### src/hdl/voxel_ever_free_classifier_unit_defines.svh
// Assertion macros for the voxel ever-free classifier
`ifndef VOXEL_EVER_FREE_CLASSIFIER_UNIT_DEFINES_SVH
`define VOXEL_EVER_FREE_CLASSIFIER_UNIT_DEFINES_SVH
// implication checked on every rising clock edge outside reset
`define VEF_ASSERT_IMP(label, clk, rst, lhs, rhs) \
   label: assert property (@(posedge clk) disable iff (rst) (lhs) |-> (rhs)) \
      else $error("label failed");
// implication whose consequent is checked in the cycle after the antecedent
`define VEF_ASSERT_NEXT(label, clk, rst, lhs, rhs) \
   label: assert property (@(posedge clk) disable iff (rst) (lhs) |=> (rhs)) \
      else $error("label failed");
`endif

### src/hdl/vefc_ram.sv
// Generic single-port RAM with registered read
module vefc_ram #(
   parameter int WIDTH = 8,
   parameter int DEPTH = 16
) (
   input  logic                     clock,
   input  logic                     wr_en,
   input  logic [$clog2(DEPTH)-1:0] addr,
   input  logic [WIDTH-1:0]         wr_data,
   output logic [WIDTH-1:0]         rd_data
);
   logic [WIDTH-1:0] mem [DEPTH];
   always_ff @(posedge clock) begin
      if (wr_en) mem[addr] <= wr_data;
      rd_data <= mem[addr];
   end
endmodule

### config.mk
export PLATFORM = sky130hd
export DESIGN_NAME = vefc_ram
export DESIGN_NICKNAME = d
export VERILOG_FILES = /design/src/hdl/voxel_ever_free_classifier_unit_defines.svh /design/src/hdl/vefc_ram.sv
export SDC_FILE = /design/constraint.sdc
export NUM_CORES = 1
export LEC_CHECK = 0
export BUFFER_PORTS_ARGS = -buffer_cell sky130_fd_sc_hd__buf_2
export CAP_MARGIN = 20
export CELL_PAD_IN_SITES_DETAIL_PLACEMENT = 0
export CELL_PAD_IN_SITES_GLOBAL_PLACEMENT = 2
export CORE_MARGIN = 4
export CORE_UTILIZATION = 43
export CTS_CLUSTER_SIZE = 25
export DETAILED_ROUTE_END_ITERATION = 7
export PLACE_DENSITY_LB_ADDON = 0.1
export SLEW_MARGIN = 10
export SYNTH_ARGS = -nofsm -noshare
export SYNTH_HDL_FRONTEND = slang
export SYNTH_SLANG_ARGS = --single-unit
### constraint.sdc
create_clock -name clock -period 1.8 [get_ports clock]
set_clock_uncertainty 0.15 [all_clocks]
set_input_delay 0.18 -clock clock [delete_from_list [all_inputs] [get_ports clock]]
set_output_delay 0.18 -clock clock [all_outputs]
set_load 0.005 [all_outputs]
==> key figures, run 1 <==
Synthesis
  • Library cells used by synthesis: 18
  • Cell Area, Synth: 5070 um2
  • Top post-synthesis cells by area: edfxtp_1, mux4_2, dfxtp_1
  • Syn_nets: 244
  • Ys async rst share: 0
  • Register bit count reported by yosys: 136
  • Top-count cell post-synth: edfxtp_1
  • Top cell type's share of synthesized area: 0.759
  • Synth top cells by count: edfxtp_1, mux4_2, a22oi_1
  • Post-synth top area cell: edfxtp_1
  • Syn. warnings: 0
  • Seq/Total Area, Yosys: 0.790
  • Top FF cell, synth: edfxtp_1
  • Avg Inst Size Synth: 22.0 um2
  • Post-synth EDFFs: 128
  • Post-synthesis cell count: 230

Layout
  • Register Area: 4000 um2
  • Area grow syn2layout: 23.9%
  • Design Area, Final: 6280 um2
  • Layout Cells excl Fill: 453
  • Multi-input logic area: 1010 um2
  • Nets: 311
  • FILL cells: 873
  • # diodes: 0
  • Share of cells above drive strength 1: 0.387

Route
  • Via Count: 2,385
  • Post-DR vias/cell: 5.26
  • Drt pass-1 iters: 4
  • DRT Wirelength: 10.0 mm
  • Final ANT Viol Nets: 0
  • Remaining DRCs: 0
  • Routed length per instance: 22.1 um
  • DRC violation total after the first TritonRoute iteration: 164

STA
  • Tcrit/Tclk final: 0.850
  • Final count of negative-setup-slack endpoints: 0
  • FMAX: 0.654 GHz
  • Fin. Hold Viols: 0
  • Fin. max-slew vios: 0
  • WHS: 0.0173 ns
  • RSZ-0062 raised after global routing: no
  • Slew HR: 0.471
  • Worst-Margin Slew: 0.792 ns
  • Setup TNS: 0 ns
  • Post-route minimum period: 1.53 ns

Power
  • Design Power: 7.45 mW
  • Leakage: 2.14 nW
  • Pwr dens: 1190 nW/um2
  • VDD IR-drop max: 1.05 mV

CTS
  • Post-CTS Setup Bufs: 0
  • CTS Root Cell: clkbuf_16
  • Max clock buf depth: 2
  • Hold buffers post-CTS: 1
  • CTS Sinks: 136
  • H-tree depth: 4
  • CTS Buf Count: 17
  • Clk Latency, worst-skew pair: 0.41 ns
  • PostCTS Resize Cnt: 0
  • Clock transition at path regs: 0.06 ns
  • CTS tree: built

Global routing
  • First-pass GRT wire length: 15.4 mm
  • Vias in the first global route: 2,584
  • Largest net degree at the start of global routing: 22
  • Initial antenna violation count: 0
  • GRT Util Overall: 0.166
  • Total gr overflow: 0

Worst setup path
  • Worst Path Arrival: 1.67 ns
  • CP Cell Sequence: mux4_2, a22oi_1, nand2_1
  • Element type at the critical path start: flip-flop
  • CP delay by family, top: multiplexers
  • Slowest stage delay, CP: 0.45 ns
  • CP max-delay cell: mux4_2
  • Required time of the worst setup path: 1.94 ns
  • CP Max Fanout: 1
  • WP buf/inv: 0
  • CP Capture Type: flip-flop
  • CP Class: reg2reg

Floorplan
  • Die height: 117 um
  • Core region area: 11,500 um2
  • Initial Utilization: 0.442
  • I/O pin cnt: 22
  • Die footprint: 13,600 um2
  • Standard-cell rows: 39
  • Die Width: 117 um

Placement
  • Hpwl dp: 6.66 mm
  • IO Port Bufs: 21
  • Cell Area, Placed: 5660 um2
  • Post-Place Cells: 420
  • GPL Wtd Cong: 0.747

Outcome
  • Status: finished, final reports clean

Hold path
  • HP Class: in2reg

Run
  • MaxCap Viol Count: 0
-- per-stage QoR --
stage                     worst slack, ns   util
final                               0.270  0.548
after detailed placement          -0.0746  0.494
after CTS                           0.277  0.548
after global routing                0.223  0.548
after floorplan                    0.0319      -
after global placement            -0.0750  0.494
-- final timing paths --
check                  start          to  cells after the start  slack, ns
hold / removal    wr_data[7]  mem[13][7]                      1       0.02
setup reg to reg   mem[0][5]  rd_data[5]                      3       0.27
hold reg to reg   mem[14][5]  rd_data[5]                      3       0.53
setup / recovery   mem[0][5]  rd_data[5]                      3       0.27
-- flip-flops by register name (all words and copies together) (netlist names) --
| name | flops |
|---|---|
| mem | 128 |
| rd_data | 8 |
-- cell type report --
cell class / instances / share of cell area
clock buffers: 17 / 0.0677
clock inverters: 15 / 0.0291
multi-input cells: 83 / 0.161
flip-flops and latches: 136 / 0.638
well taps: 143 / 0.0285
repair buffers: 59 / 0.0765
-- layout by cell type (no fill, tap or decap) --
master and instances:
and2_1 1, clkinv_1 4, edfxtp_1 128, buf_4 30
nand3_1 1, dlygate4sd3_1 1, inv_6 1, clkbuf_16 17
nor3_1 3, nor3_2 1, dfxtp_1 8, bufinv_16 4
mux4_2 32, nand2b_1 2, or3b_2 1, nand2_1 9
nor2_1 13, buf_2 21, clkinv_4 1, nor2b_1 2
nand3b_1 2, clkinvlp_4 2, buf_12 7, clkinv_2 3
a22oi_1 16
-- where the power goes --
| group | internal (mW) | leakage [nW] | switching [mW] |
|---|---|---|---|
| Sequential | 3.54 | 1.22 | 0.0197 |
| Clock | 2.29 | 0.293 | 1.23 |
| Combinational | 0.173 | 0.625 | 0.195 |
-- worst reg2reg max path: cells and delay by family, from the launching register on --
family / cells / cell delay [ns]
DFF: 1 / 0.36
and+or+nand+nor: 1 / 0.09
muxes: 1 / 0.45
AOI/OAI and AO/OA: 1 / 0.37
-- routing by layer --
| metal | share of wire | vias up | track usage | wire length [um] |
|---|---|---|---|---|
| met4 | 0.012 | 0 | 0.0573 | 121 |
| met2 | 0.50 | 49 | 0.260 | 4990 |
| met1 | 0.44 | 1228 | 0.222 | 4360 |
| met3 | 0.053 | 10 | 0.0539 | 527 |
| li1 | - | 1098 | - | - |
| met5 | 0 | - | 0 | 0 |
-- logic make-up (layout without fill, tap and decap cells) --
family,after synthesis,after routing,share of synthesized area
and+or+nand+nor,35,35,0.0321
AOI/OAI and AO/OA,16,16,0.0237
buffers and inverters,11,91,0.0119
muxes,32,32,0.142
DFF,136,136,0.790
No activity file was read; power rests on OpenSTA's default activity.
==> run 2, diff against run 1 <==
--- a/config.mk
+++ b/config.mk
@@ -10,7 +10,7 @@
 export CELL_PAD_IN_SITES_DETAIL_PLACEMENT = 0
 export CELL_PAD_IN_SITES_GLOBAL_PLACEMENT = 2
 export CORE_MARGIN = 4
-export CORE_UTILIZATION = 43
+export CORE_UTILIZATION = 48
 export CTS_CLUSTER_SIZE = 25
 export DETAILED_ROUTE_END_ITERATION = 7
 export PLACE_DENSITY_LB_ADDON = 0.1
==> constraint.sdc (replaced) <==
create_clock -name clock -period 1.6 [get_ports clock]
set_clock_uncertainty 0.15 [all_clocks]
set_input_delay 0.16 -clock clock [delete_from_list [all_inputs] [get_ports clock]]
set_output_delay 0.16 -clock clock [all_outputs]
set_load 0.005 [all_outputs]
==> key figures, run 2 (synthesized netlist as in run 1, its figures left out) <==
Layout
  • # diodes: 0
  • Area grow syn2layout: 25.1%
  • Most common cell after layout, fill and taps aside: edfxtp_1
  • Biggest regs: mem x128, rd_data x8
  • Max reg flops: 128
  • Share of cells above drive strength 1: 0.413
  • Commonest non-fill, non-tap cells in the layout: edfxtp_1, mux4_2, buf_4, buf_2
  • FILL cells: 738
  • Util after Layout: 0.614
  • Design Area, Final: 6340 um2
  • Nets: 321
  • Most flops, register: mem

Placement
  • Hpwl dp: 6.59 mm
  • GPL Wtd Cong: 0.773
  • Cell Area, Placed: 5690 um2
  • IO Port Bufs: 21

Floorplan
  • Standard-cell rows: 37
  • Die footprint: 12,300 um2
  • Core region area: 10,300 um2
  • Die height: 111 um
  • Initial Utilization: 0.491
  • Die Width: 111 um
  • I/O pin cnt: 22

Power
  • Leakage: 2.16 nW
  • Pwr dens: 1270 nW/um2
  • VDD IR-drop max: 0.590 mV

CTS
  • PostCTS Resize Cnt: 0
  • CTS tree: built
  • CTS Root Cell: clkbuf_8
  • CTS Sinks: 136
  • Max clock buf depth: 2
  • H-tree depth: 4
  • Post-CTS Setup Bufs: 0
  • Clk Latency, worst-skew pair: 0.51 ns
  • Clock transition at path regs: 0.06 ns
  • CTS Buf Count: 17

Route
  • Post-DR vias/cell: 5.37
  • DRT Wirelength: 9.65 mm
  • Final ANT Viol Nets: 0
  • Routed length per instance: 21.2 um
  • Max Used Layer: met4
  • Drt pass-1 iters: 4
  • Met1 WL: 4.29 mm
  • Met2 WL: 4.93 mm
  • WL met3: 344 um
  • Via Count: 2,447
  • DRC violation total after the first TritonRoute iteration: 133
  • Remaining DRCs: 0

STA
  • Final count of negative-setup-slack endpoints: 0
  • Tcrit/Tclk final: 0.942
  • Fin. max-slew vios: 0
  • FMAX: 0.663 GHz
  • RSZ-0062 raised after global routing: no
  • Post-route minimum period: 1.51 ns
  • Worst-Margin Slew: 0.727 ns
  • Slew HR: 0.515
  • Fin. Hold Viols: 0

Worst setup path
  • Slowest stage delay, CP: 0.46 ns
  • CP Capture Type: flip-flop
  • CP max-delay cell: mux4_2
  • Worst Path Arrival: 1.74 ns
  • CP Max Fanout: 1
  • Element type at the critical path start: flip-flop
  • Required time of the worst setup path: 1.83 ns
  • CP Cell Sequence: mux4_2, a22oi_1, nand2_1
  • CP Class: reg2reg

Global routing
  • Largest net degree at the start of global routing: 23
  • GRT Util Overall: 0.170
  • Initial antenna violation count: 0
  • First-pass GRT wire length: 15.4 mm
  • Vias in the first global route: 2,656
  • Total gr overflow: 0

Outcome
  • Status: finished, final reports clean

Run
  • MaxCap Viol Count: 0

Hold path
  • HP Class: in2reg
run 2: worst max-delay path, delay by kind of cell (launching register included):
family / cells / cell delay [ns]
mux: 1 / 0.46
flops: 1 / 0.36
compound gates: 1 / 0.33
simple gates: 1 / 0.08
run 2: report_power, final:
group          switching (mW)  internal (mW)  leakage [nW]
Sequential             0.0253           3.98          1.22
Clock                    1.38           2.24         0.271
Combinational           0.222          0.210         0.664
Total                    1.62           6.43          2.16
run 2: worst paths after layout:
path / depth (start not counted) / endpoint / slack, ns / start
hold reg to reg: 3 / rd_data[7] / 0.54 / mem[12][7]
setup / recovery: 3 / rd_data[1] / 0.09 / mem[10][1]
setup reg to reg: 3 / rd_data[1] / 0.09 / mem[10][1]
hold / removal: 4 / mem[1][5] / 0.14 / addr[3]
run 2: final cells by class:
| cell class | instances | area [um2] | area share |
|---|---|---|---|
| well taps | 136 | 170 | 0.0268 |
| repair buffers | 69 | 576 | 0.0908 |
| clock inverters | 13 | 129 | 0.0203 |
| clock buffers | 19 | 432 | 0.0681 |
| flip-flops and latches | 136 | 4000 | 0.632 |
| multi-input cells | 83 | 1030 | 0.162 |
run 2: what timing repair did:
item / in CTS / in global routing
hold endpoints to repair: 129 / 0
setup endpoints to repair: 0 / 0
hold buffers: 9 / 0
run 2: through the flow:
step / setup TNS [ns] / setup WS [ns] / hold slack (ns) / std cells / power [mW]
floorplan: -2.34 / -0.0975 / 0.109 / 230 / 4.29
global placement: -2.27 / -0.140 / 0.387 / 415 / 4.49
detailed placement: -2.74 / -0.177 / 0.391 / 415 / 4.50
CTS: 0 / 0.0948 / 0.114 / 456 / 8.14
global route: 0 / 0.0168 / 0.132 / 456 / 8.34
finish: 0 / 0.0926 / 0.144 / 456 / 8.06
run 2: per-layer routing:
metal  vias up  track usage
li1       1120            -
met1      1273        0.230
met2        46        0.275
met3         8       0.0459
met4         0       0.0468
met5         -            0
==> run 3, diff against run 2 <==
--- a/config.mk
+++ b/config.mk
@@ -14,6 +14,7 @@
 export CTS_CLUSTER_SIZE = 25
 export DETAILED_ROUTE_END_ITERATION = 7
 export PLACE_DENSITY_LB_ADDON = 0.1
+export SETUP_SLACK_MARGIN = 0.3
 export SLEW_MARGIN = 10
 export SYNTH_ARGS = -nofsm -noshare
 export SYNTH_HDL_FRONTEND = slang
==> key figures, run 3 (synthesized netlist as in run 1, its figures left out) <==
Placement
  • Post-Place Cells: 404
  • Hpwl dp: 6.48 mm
  • IO Port Bufs: 21
  • GPL Wtd Cong: 0.734
  • Pre-CTS WS: -0.181 ns

Global routing
  • Initial antenna violation count: 0
  • Total gr overflow: 0
  • Vias in the first global route: 2,584
  • GRT Util Overall: 0.176
  • Largest net degree at the start of global routing: 22
  • First-pass GRT wire length: 15.7 mm

STA
  • Fin. Hold Viols: 0
  • Tcrit/Tclk final: 0.888
  • Worst-Margin Slew: 0.945 ns
  • Final count of negative-setup-slack endpoints: 0
  • WHS: 0.114 ns
  • Slew HR: 0.368
  • Setup TNS: 0 ns
  • RSZ-0062 raised after global routing: yes
  • Fin. max-slew vios: 0
  • Final worst slack: 0.179 ns
  • FMAX: 0.704 GHz
  • Post-route minimum period: 1.42 ns

Hold path
  • WHS Path Cells: 3
  • Hold Crit Endpoint: mem[2][3]
  • Hold Path Origin: addr[3]
  • HP Class: in2reg

Floorplan
  • Standard-cell rows: 37
  • Die height: 111 um
  • Initial Utilization: 0.491
  • Core region area: 10,300 um2
  • I/O pin cnt: 22
  • Die footprint: 12,300 um2
  • Die Width: 111 um

CTS
  • Clock transition at path regs: 0.06 ns
  • Clk Latency, worst-skew pair: 0.51 ns
  • CTS Buf Count: 17
  • H-tree depth: 4
  • CTS Root Cell: clkbuf_8
  • CTS Sinks: 136
  • Post-CTS Setup Bufs: 0
  • Max clock buf depth: 2
  • CTS tree: built

Route
  • DRT Wirelength: 9.92 mm
  • DRC violation total after the first TritonRoute iteration: 183
  • Remaining DRCs: 0
  • Drt pass-1 iters: 4
  • Final ANT Viol Nets: 0
  • Routed length per instance: 22.3 um
  • Post-DR vias/cell: 5.55
  • Via Count: 2,463

Layout
  • Share of cells above drive strength 1: 0.464
  • Nets: 309
  • Commonest non-fill, non-tap cells in the layout: edfxtp_1, mux4_2, buf_2, buf_12, clkbuf_16
  • Biggest regs: mem x128, rd_data x8
  • FILL cells: 710
  • Layout Cells excl Fill: 444
  • # diodes: 0
  • Most common cell after layout, fill and taps aside: edfxtp_1
  • Max reg flops: 128
  • Area grow syn2layout: 30.5%
  • Most flops, register: mem

Power
  • Part of the power in combinational logic: 0.056
  • P_sw: 1.67 mW
  • Switch share: 0.197
  • Pwr dens: 1290 nW/um2
  • VDD IR-drop max: 0.764 mV
  • Leakage: 2.18 nW
  • Internal power: 6.83 mW
  • Register share of total power: 0.472
  • Clock share of power: 0.472

Worst setup path
  • Reg2reg setup slack: 0.18 ns
  • CP Cell Sequence: mux4_2, a22oi_2, nand2_1
  • Element type at the critical path start: flip-flop
  • Slowest stage delay, CP: 0.49 ns
  • Worst Path Arrival: 1.67 ns
  • CP max-delay cell: mux4_2
  • FF-to-FF End: rd_data[7]
  • Cells on worst reg2reg path: 3
  • CP Capture Type: flip-flop
  • Crit. Startpoint: mem[15][7]
  • CP Class: reg2reg
  • CP Max Fanout: 1
  • Required time of the worst setup path: 1.85 ns
  • Reg2Reg Launch Point: mem[15][7]

Run
  • MaxCap Viol Count: 0

Outcome
  • Status: finished, final reports clean
==> run 3: worst max path at each step <==
stage	end	slack, ns	depth (start not counted)
floorplan	mem[0][0]	0.16	2
global placement	rd_data[7]	-0.19	6
detailed placement	rd_data[7]	-0.18	6
CTS	rd_data[3]	0.17	3
global route	rd_data[3]	0.11	3
finish	rd_data[7]	0.18	3
==> run 3: through the flow <==
stage | power [mW] | utilization | cell area (um2)
after global routing | 8.79 | 0.641 | 6620
after CTS | 8.57 | 0.639 | 6600
after detailed placement | 4.54 | 0.568 | 5870
final | 8.50 | 0.641 | 6620
after global placement | 4.53 | 0.568 | 5870
after floorplan | 4.33 | - | 5270
==> run 3: timing repair <==
item | 4_1_cts | 5_1_grt
endpoints found under the hold margin | 128 | 0
hold buffers | 8 | 0
pin swaps | 5 | 2
gates resized for setup | 10 | 4
endpoints found under the setup margin | 12 | 14
==> run 3: power groups by stage <==
stage               registers [mW]  clock network (mW)  logic [mW]
CTS                           4.01                4.08       0.480
global placement              4.08                   0       0.449
floorplan                     4.08                   0       0.254
global route                  4.02                4.26       0.517
finish                        4.02                4.01       0.477
detailed placement            4.08                   0       0.452
==> run 3: per-layer routing <==
metal,track usage,share of wire
met5,0,0
met4,0.0542,0.0068
met3,0.0491,0.054
met2,0.274,0.50
met1,0.246,0.44
==> run 3: area by class of cell <==
class,count,area [um2],share of cell area
Clock buffer,21,449,0.0679
Clock inverter,11,170,0.0257
Multi-Input combinational cell,83,1190,0.180
Sequential cell,136,4010,0.606
Tap cell,136,170,0.0257
Timing Repair Buffer,57,621,0.0938
==> run 3: critical path: cells and delay by family, from the launching register on <==
| family | cells | cell delay (ns) |
|---|---|---|
| AO/OA/AOI/OAI | 1 | 0.21 |
| flip-flops | 1 | 0.38 |
| multiplexers | 1 | 0.49 |
| AND/OR/NAND/NOR | 1 | 0.08 |
